## src/rtl/core/spr_pkg.sv

```systemverilog
package spr_pkg;

	localparam int WIDTH_BITS = 15;
	localparam int COUNT_BITS = 16;
	localparam int PWM_PRESCALE = 2;

	localparam int CMP_BITS      = 16;
	localparam int CDIV_BITS     = $clog2(PWM_PRESCALE + 1);
	localparam int DIVIDEND_BITS = WIDTH_BITS + COUNT_BITS;
	localparam int DIV_CNT_BITS  = $clog2(DIVIDEND_BITS + 1);
	localparam int MODE_BITS     = 3;
	localparam int CFG_IDX_BITS  = 2;
	localparam int CFG_DATA_BITS = (WIDTH_BITS > COUNT_BITS) ? WIDTH_BITS : COUNT_BITS;
	localparam int S_TDATA_BITS  = ((WIDTH_BITS + 7) / 8) * 8;
	localparam int M_FIELD_BITS  = WIDTH_BITS + CMP_BITS + 2;
	localparam int M_TDATA_BITS  = ((M_FIELD_BITS + 7) / 8) * 8;

	localparam logic [WIDTH_BITS-1:0] MAX_WIDTH_RESET = '1;

	typedef enum logic [MODE_BITS-1:0] {
		MODE_FORCE  = 3'd0,
		MODE_SMOOTH = 3'd1,
		MODE_TICK   = 3'd2,
		MODE_START  = 3'd3,
		MODE_STOP   = 3'd4,
		MODE_READ   = 3'd5
	} mode_t;

	typedef enum logic [CFG_IDX_BITS-1:0] {
		CFG_MIN_WIDTH  = 2'd0,
		CFG_MAX_WIDTH  = 2'd1,
		CFG_REST_WIDTH = 2'd2,
		CFG_RAMP_TICKS = 2'd3
	} cfg_idx_t;

endpackage

```

## src/rtl/core/spr_div.sv

```systemverilog
module spr_div
	import spr_pkg::*;
(
	input  logic                     clk,
	input  logic                     arst_n,
	input  logic                     start,
	input  logic [DIVIDEND_BITS-1:0] dividend,
	input  logic [COUNT_BITS-1:0]    divisor,
	output logic                     done,
	output logic [DIVIDEND_BITS-1:0] quotient
);

	logic [DIVIDEND_BITS-1:0] dvd_q;
	logic [COUNT_BITS-1:0]    rem_q;
	logic [COUNT_BITS-1:0]    dsr_q;
	logic [DIV_CNT_BITS-1:0]  cnt_q;
	logic                     busy_q;
	logic                     done_q;
	logic [COUNT_BITS:0]      rem_sh;
	logic [COUNT_BITS+1:0]    trial;
	logic                     neg;

	// one restoring step per cycle through the shared subtractor
	assign rem_sh = {rem_q, dvd_q[DIVIDEND_BITS-1]};
	assign trial  = {1'b0, rem_sh} - {2'b00, dsr_q};
	assign neg    = trial[COUNT_BITS+1];

	always_ff @(posedge clk or negedge arst_n) begin
		if (!arst_n) begin
			busy_q <= 1'b0;
			done_q <= 1'b0;
			cnt_q  <= '0;
		end else begin
			done_q <= 1'b0;
			if (start) begin
				busy_q <= 1'b1;
				cnt_q  <= '0;
			end else if (busy_q) begin
				cnt_q <= cnt_q + 1'b1;
				if (cnt_q == DIV_CNT_BITS'(DIVIDEND_BITS - 1)) begin
					busy_q <= 1'b0;
					done_q <= 1'b1;
				end
			end
		end
	end

	always_ff @(posedge clk) begin
		if (start) begin
			dvd_q <= dividend;
			dsr_q <= divisor;
			rem_q <= '0;
		end else if (busy_q) begin
			rem_q <= neg ? rem_sh[COUNT_BITS-1:0] : trial[COUNT_BITS-1:0];
			dvd_q <= {dvd_q[DIVIDEND_BITS-2:0], ~neg};
		end
	end

	assign done     = done_q;
	assign quotient = dvd_q;

endmodule

```

## src/rtl/core/servo_pulse_ramp_unit.sv

```systemverilog
// Sequence: force, smooth target, start, stop, read and ticks that take no step pass from
//   ST_EVAL to ST_DONE and raise m_tvalid on the commit; a tick that takes a ramp step goes
//   through ST_LAUNCH and ST_DIV first (the serial divider takes one quotient bit per cycle).
// Flow: one item at a time; a result still held by m_tready low delays the next commit.
// Reset: arst_n clears the widths, ramp state and output valid; generator enabled, full
//   clamp range, one-tick ramp.
module servo_pulse_ramp_unit
	import spr_pkg::*;
(
	input  logic                     clk,
	input  logic                     arst_n,
	// slave side: command items
	input  logic                     s_tvalid,
	output logic                     s_tready,
	input  logic [S_TDATA_BITS-1:0]  s_tdata,   // [14:0] target_width
	input  logic [MODE_BITS-1:0]     s_tuser,   // [2:0] mode
	// master side: result items
	output logic                     m_tvalid,
	input  logic                     m_tready,
	output logic [M_TDATA_BITS-1:0]  m_tdata,   // [14:0] width_now, [30:15] compare_value,
	                                            // [31] width_written, [32] generator_on
	// configuration write channel
	input  logic                     cfg_valid,
	output logic                     cfg_ready,
	input  logic [CFG_IDX_BITS-1:0]  cfg_index,
	input  logic [CFG_DATA_BITS-1:0] cfg_data
);

	typedef enum logic [2:0] {
		ST_IDLE,
		ST_EVAL,
		ST_LAUNCH,
		ST_DIV,
		ST_DONE
	} state_t;

	state_t state_q;

	// configuration registers
	logic [WIDTH_BITS-1:0] min_width_q;
	logic [WIDTH_BITS-1:0] max_width_q;
	logic [WIDTH_BITS-1:0] rest_width_q;
	logic [COUNT_BITS-1:0] ramp_ticks_q;

	// servo state
	logic [WIDTH_BITS-1:0] ramp_start_q;
	logic [WIDTH_BITS-1:0] ramp_target_q;
	logic [WIDTH_BITS-1:0] width_q;
	logic [COUNT_BITS-1:0] tick_count_q;
	logic                  gen_enable_q;

	// captured command and step working registers
	mode_t                    mode_q;
	logic [WIDTH_BITS-1:0]    tw_q;
	logic                     step_q;
	logic                     down_q;
	logic [DIVIDEND_BITS-1:0] prod_q;
	logic [WIDTH_BITS-1:0]    quot_q;

	// output register
	logic                    m_tvalid_q;
	logic [M_TDATA_BITS-1:0] m_tdata_q;

	logic                     in_xfer;
	logic                     out_load;
	logic                     div_start;
	logic                     div_done;
	logic [DIVIDEND_BITS-1:0] div_quot;

	logic                  step_ok;
	logic                  down;
	logic [WIDTH_BITS-1:0] diff;
	logic [COUNT_BITS-1:0] k_next;

	logic [WIDTH_BITS-1:0] ramp_v;
	logic [WIDTH_BITS-1:0] ramp_clamped;

	logic [WIDTH_BITS-1:0] width_d;
	logic [WIDTH_BITS-1:0] start_d;
	logic [WIDTH_BITS-1:0] target_d;
	logic [COUNT_BITS-1:0] count_d;
	logic                  gen_d;
	logic                  written_d;
	logic [WIDTH_BITS+CDIV_BITS-1:0] cmp_full;

	assign s_tready  = (state_q == ST_IDLE);
	assign in_xfer   = s_tvalid && s_tready;
	assign cfg_ready = 1'b1;
	// commit only once the previous result has been taken or is being taken now
	assign out_load  = (state_q == ST_DONE) && (!m_tvalid_q || m_tready);
	assign div_start = (state_q == ST_LAUNCH);

	// a tick steps while the count is short of the ramp length and the width is off target;
	// a ramp length of zero never steps, so, set only while idle, it never becomes the divisor
	assign step_ok = (tick_count_q < ramp_ticks_q) && (width_q != ramp_target_q);
	assign down    = ramp_target_q < ramp_start_q;
	assign diff    = down ? (ramp_start_q - ramp_target_q) : (ramp_target_q - ramp_start_q);
	assign k_next  = tick_count_q + 1'b1;

	spr_div u_div (
		.clk      (clk),
		.arst_n   (arst_n),
		.start    (div_start),
		.dividend (prod_q),
		.divisor  (ramp_ticks_q),
		.done     (div_done),
		.quotient (div_quot)
	);

	// the quotient never exceeds the span, so the step stays inside the word
	assign ramp_v = down_q ? (ramp_start_q - quot_q) : (ramp_start_q + quot_q);

	// lower clamp is checked first; with inverted clamps a value below it takes it, any other the upper
	always_comb begin
		priority if (ramp_v < min_width_q) begin
			ramp_clamped = min_width_q;
		end else if (ramp_v > max_width_q) begin
			ramp_clamped = max_width_q;
		end else begin
			ramp_clamped = ramp_v;
		end
	end

	// next servo state for the captured command
	always_comb begin
		width_d   = width_q;
		start_d   = ramp_start_q;
		target_d  = ramp_target_q;
		count_d   = tick_count_q;
		gen_d     = gen_enable_q;
		written_d = 1'b0;
		unique case (mode_q)
			MODE_FORCE: begin
				width_d   = tw_q;
				start_d   = tw_q;
				target_d  = tw_q;
				written_d = 1'b1;
			end
			MODE_SMOOTH: begin
				// restart from the present width only when the target moves
				if (tw_q != ramp_target_q) begin
					start_d = width_q;
					count_d = '0;
				end
				target_d = tw_q;
			end
			MODE_TICK: begin
				if (step_q) begin
					width_d   = ramp_clamped;
					count_d   = tick_count_q + 1'b1;
					written_d = 1'b1;
				end
			end
			MODE_START: begin
				gen_d     = 1'b1;
				width_d   = rest_width_q;
				start_d   = rest_width_q;
				target_d  = rest_width_q;
				written_d = 1'b1;
			end
			MODE_STOP: begin
				gen_d = 1'b0;
			end
			default: begin
				// read and the unused codes only report
			end
		endcase
	end

	assign cmp_full = {{CDIV_BITS{1'b0}}, width_d} * (WIDTH_BITS + CDIV_BITS)'(PWM_PRESCALE);

	always_ff @(posedge clk or negedge arst_n) begin
		if (!arst_n) begin
			state_q       <= ST_IDLE;
			min_width_q   <= '0;
			max_width_q   <= MAX_WIDTH_RESET;
			rest_width_q  <= '0;
			ramp_ticks_q  <= COUNT_BITS'(1);
			ramp_start_q  <= '0;
			ramp_target_q <= '0;
			width_q       <= '0;
			tick_count_q  <= '0;
			gen_enable_q  <= 1'b1;
			m_tvalid_q    <= 1'b0;
		end else begin
			// configuration transfers must arrive only while the unit is idle; the unit does not enforce it
			if (cfg_valid && cfg_ready) begin
				unique case (cfg_idx_t'(cfg_index))
					CFG_MIN_WIDTH:  min_width_q  <= cfg_data[WIDTH_BITS-1:0];
					CFG_MAX_WIDTH:  max_width_q  <= cfg_data[WIDTH_BITS-1:0];
					CFG_REST_WIDTH: rest_width_q <= cfg_data[WIDTH_BITS-1:0];
					CFG_RAMP_TICKS: ramp_ticks_q <= cfg_data[COUNT_BITS-1:0];
					default: ;
				endcase
			end

			// raise valid on a commit, drop it once the result transfer is done
			if (out_load) begin
				m_tvalid_q <= 1'b1;
			end else if (m_tvalid_q && m_tready) begin
				m_tvalid_q <= 1'b0;
			end

			unique case (state_q)
				ST_IDLE: begin
					if (in_xfer) begin
						state_q <= ST_EVAL;
					end
				end
				ST_EVAL: begin
					// hand a stepping tick to the divider, settle the rest directly
					state_q <= (step_q) ? ST_LAUNCH : ST_DONE;
				end
				ST_LAUNCH: begin
					state_q <= ST_DIV;
				end
				ST_DIV: begin
					if (div_done) begin
						state_q <= ST_DONE;
					end
				end
				ST_DONE: begin
					if (out_load) begin
						width_q       <= width_d;
						ramp_start_q  <= start_d;
						ramp_target_q <= target_d;
						tick_count_q  <= count_d;
						gen_enable_q  <= gen_d;
						state_q       <= ST_IDLE;
					end
				end
				default: state_q <= ST_IDLE;
			endcase
		end
	end

	// payload registers
	always_ff @(posedge clk) begin
		if (in_xfer) begin
			mode_q <= mode_t'(s_tuser);
			tw_q   <= s_tdata[WIDTH_BITS-1:0];
			step_q <= (mode_t'(s_tuser) == MODE_TICK) && step_ok;
			down_q <= down;
		end
		if (state_q == ST_EVAL) begin
			prod_q <= {{COUNT_BITS{1'b0}}, diff} * {{WIDTH_BITS{1'b0}}, k_next};
		end
		if (div_done) begin
			quot_q <= div_quot[WIDTH_BITS-1:0];
		end
		if (out_load) begin
			m_tdata_q <= M_TDATA_BITS'({gen_d, written_d, cmp_full[CMP_BITS-1:0], width_d});
		end
	end

	assign m_tvalid = m_tvalid_q;
	assign m_tdata  = m_tdata_q;

	// a taken command always leaves idle
	a_accept_leaves_idle: assert property (@(posedge clk) disable iff (!arst_n)
		in_xfer |=> (state_q != ST_IDLE))
		else $error("command transfer did not start processing");

	// the divider answers only a launched step
	a_div_done_in_div: assert property (@(posedge clk) disable iff (!arst_n)
		div_done |-> (state_q == ST_DIV))
		else $error("divider finished outside the divide state");

	// a ramp quotient always fits a pulse width
	a_quot_fits: assert property (@(posedge clk) disable iff (!arst_n)
		div_done |-> (div_quot[DIVIDEND_BITS-1:WIDTH_BITS] == '0))
		else $error("ramp quotient wider than a pulse width");

	// a committed step never runs the count past the ramp length
	a_step_in_range: assert property (@(posedge clk) disable iff (!arst_n)
		(out_load && (mode_q == MODE_TICK) && step_q) |-> (tick_count_q < ramp_ticks_q))
		else $error("ramp step committed beyond ramp length");

endmodule
```

## config.mk

```make
export PLATFORM = sky130hd
export DESIGN_NAME = servo_pulse_ramp_unit
export DESIGN_NICKNAME = d
export VERILOG_FILES = /design/src/rtl/core/spr_pkg.sv /design/src/rtl/core/spr_div.sv /design/src/rtl/core/servo_pulse_ramp_unit.sv
export SDC_FILE = /design/constraint.sdc
export NUM_CORES = 1
export LEC_CHECK = 0
export ABC_AREA = 1
export BUFFER_PORTS_ARGS = -buffer_cell sky130_fd_sc_hd__buf_2
export CORE_ASPECT_RATIO = 0.8
export CORE_MARGIN = 1.5
export CORE_UTILIZATION = 40
export CTS_CLUSTER_SIZE = 30
export DETAILED_ROUTE_END_ITERATION = 6
export HOLD_SLACK_MARGIN = 0.08
export REMOVE_ABC_BUFFERS = 1
export SLEW_MARGIN = 20
export SYNTH_ARGS = -nofsm -noshare
export SYNTH_HDL_FRONTEND = slang
export SYNTH_HIERARCHICAL = 1
export SYNTH_SLANG_ARGS = --single-unit
```

## constraint.sdc

```tcl
create_clock -name clk -period 6.45 [get_ports clk]
set_clock_uncertainty 0.05 [all_clocks]
set_input_delay 0.645 -clock clk [delete_from_list [all_inputs] [get_ports clk]]
set_output_delay 0.645 -clock clk [all_outputs]
set_load 0.02 [all_outputs]
```

==> flow_summary.json <==
{
  "status": "finished with violations",
  "violations": "negative setup slack",
  "grt_pass1_wl_mm": 115,
  "setup_tns_ns": -5.61,
  "drt_iter0_markers": 1637,
  "critical_path_class": "reg -> reg",
  "drc": 0,
  "hp-start": "s_tdata[10]",
  "avgSynthCellArea_sq_um": 8.05,
  "initial_utilization_pct": 40.5,
  "cts_max_path_buffers": 3,
  "antenna_cells": 0,
  "critPathTopFamily": "adder cells",
  "grt_pass1_vias": 20774,
  "synth_edf_count": 130,
  "slew_headroom_pct": 27.6,
  "overflow": 0,
  "syn_inst": 3148,
  "cts_max_level": 1,
  "syn_area_sq_um": 25300,
  "synth-seq-cells": 280,
  "hpwl_mm": 57.5,
  "via_per_inst": 4.93,
  "num_vias": 21718,
  "placementRows": 82,
  "ys_seq_area_share_pct": 30.0,
  "numCtsBuffers": 31,
  "fin_ws_ns": -0.432,
  "min_path_type": "in -> reg",
  "worst_setup_path_start_kind": "flop",
  "hold_viol_final": 0,
  "crit_path_end_kind": "flop",
  "critical_path.startpoint": "ramp_target_q[0]",
  "min_period_ns": 6.88,
  "clk-insertion-delay-late_ns": 0.62,
  "cts_tree": "done",
  "critPathMaxFanout": 5,
  "async_reset_ff_share_pct": 47.9,
  "nFillCells": 5898,
  "dpl.cell_count": 4300,
  "slew_violations": 0,
  "synth.lib_cells_used.distinct": 64,
  "grt_use_total_pct": 22.2,
  "io_buffers": 74,
  "antenna_left": 0,
  "tightest_slew_ns": 1.08,
  "critPathBufInv": 8,
  "finalCritPeriodShare_pct": 107,
  "io_pins": 85,
  "cap_viol_max_count": 0,
  "max_stage_delay_ns": 0.62,
  "gp_congestion": 0.946,
  "die_h_um": 228,
  "cts_root_buf": "clkbuf_16",
  "yosysWarningCount": 6,
  "final_cells": 4406,
  "drt_wl_total_mm": 73.6,
  "grt_max_degree": 71,
  "avgRoutedWirePerCell_um": 16.7,
  "dr.pass1.iters": 6,
  "antenna_found_initial": 0,
  "cts_sinks": 280,
  "clock.fmax_mhz": 145,
  "rr_startpoint": "ramp_target_q[0]",
  "worst_ep_arrival_time_ns": 7.20,
  "rsz0062_at_grt": "true",
  "ys.flop_type": "edfxtp_1",
  "core_sq_um": 62600,
  "nNetsFinal": 3969,
  "multi_input_area_sq_um": 16200,
  "dieArea_sq_um": 64900,
  "drive_above_1_share_pct": 24.2,
  "cp.required_ns": 6.77,
  "regArea_sq_um": 7600,
  "fp.dieW_um": 284,
  "area_growth_pct": 24.9,
  "setup_viol_count_final": 20,
  "slowest_stage": "fa_1",
  "cts.reportedPaths.clkPinSlew_ns": 0.07
}
[Yosys cell counts, drive strengths merged (3+ instances only)]
library cell	number	area, sq um
clkbuf	49	184
or2	3	18.8
a31oi	6	37.5
nor4	3	18.8
fa	184	3680
a21boi	19	143
nor2	268	1110
o21ai	189	968
nand3b	9	67.6
dfxtp	16	320
inv	591	2230
nand3	177	921
o221ai	16	140
nand2	783	3040
o21bai	10	75.1
o211ai	4	35.0
buf	53	413
edfxtp	130	3900
dfrtp	117	2930
a21o	6	45.0
dfstp	17	447
xor2	60	533
nand4	28	181
a21oi	107	562
o31ai	5	37.5
and2	5	33.8
ha	202	2530
a211oi	16	125
nor3	20	128
xnor2	43	377
[through the flow]
step	hold WS (ns)	cell area [sq um]	setup slack [ns]	utilization (%)
finish	0.160	31600	-0.432	50.6
global route	0.139	31600	-0.717	50.6
CTS	0.135	30600	-0.459	49.0
detailed placement	0.387	28800	-0.772	46.0
global placement	0.383	28800	-0.723	46.0
floorplan	0.299	24800	-0.515	-
[cell type report]
type | instances | area share (%)
tap | 840 | 3.32
clock inverter | 25 | 0.969
timing repair buffer | 455 | 10.8
inverter | 592 | 7.10
clock buffer | 33 | 2.48
multi-input combinational | 2181 | 51.3
sequential | 280 | 24.0
[logic make-up after synthesis]
logic type	share of synthesized area [%]
DFF	30.0
other	0.0296
AOI/OAI and AO/OA	8.72
adders and majority gates	24.5
and+or+nand+nor	21.9
muxes	0.133
xor gates and xnor gates	3.59
buffers and inverters	11.2
[routing by layer]
metal  part of all wire [%]  GRT usage (%)  vias to the layer above
met1                     48           33.6                    10358
li1                       -              -                    10683
met3                    6.7           3.16                       74
met4                    1.8           4.02                        0
met5                      0              0                        -
met2                     44           33.8                      603
[path summary, 6_finish.rpt]
| check | cells after the start | end | slack, ns |
|---|---|---|---|
| min reg2reg | 0 | u_div/dsr_q[15] | 0.40 |
| max reg2reg | 32 | prod_q[26] | -0.43 |
| min in group asynchronous | 2 | m_tvalid | 0.58 |
| max in group asynchronous | 3 | ramp_target_q[1] | 4.31 |
| max | 32 | prod_q[26] | -0.43 |
| min | 1 | tw_q[10] | 0.16 |
[cell usage in the layout (no fill, tap or decap), drive strengths merged, types with 17 or more instances in the layout]
| cell type | Yosys | routed |
|---|---|---|
| ha | 202 | 202 |
| buf | 53 | 454 |
| edfxtp | 130 | 130 |
| nor2 | 268 | 268 |
| clkbuf | 49 | 33 |
| nand4 | 28 | 28 |
| nor3 | 20 | 20 |
| a21boi | 19 | 19 |
| fa | 184 | 184 |
| nand2 | 783 | 783 |
| inv | 591 | 593 |
| dfstp | 17 | 17 |
| o21ai | 189 | 189 |
| a21oi | 107 | 107 |
| xor2 | 60 | 60 |
| dfrtp | 117 | 117 |
| xnor2 | 43 | 43 |
| nand3 | 177 | 177 |
[state kept, by name (all words and copies together) (netlist names), 3 cells and up]
register,cells
u_div/rem_q,16
ramp_target_q,15
quot_q,15
tw_q,15
rest_width_q,15
width_q,15
ramp_start_q,15
prod_q,31
ramp_ticks_q,16
min_width_q,15
mode_q,3
m_tdata,17
state_q,3
u_div/dsr_q,16
u_div/cnt_q,5
tick_count_q,16
max_width_q,15
u_div/quotient,31
[repair_timing]
item,4_1_cts,5_1_grt
endpoints found under the setup margin,22,23
buffers inserted,21,27
endpoints found under the hold margin,59,0
hold buffers,1,0
resized for setup,140,216
pin swaps,82,123
Power is left out: the tool's default activity adds up to more than one toggle a clock period on the data nets, which glitch-free logic cannot reach.
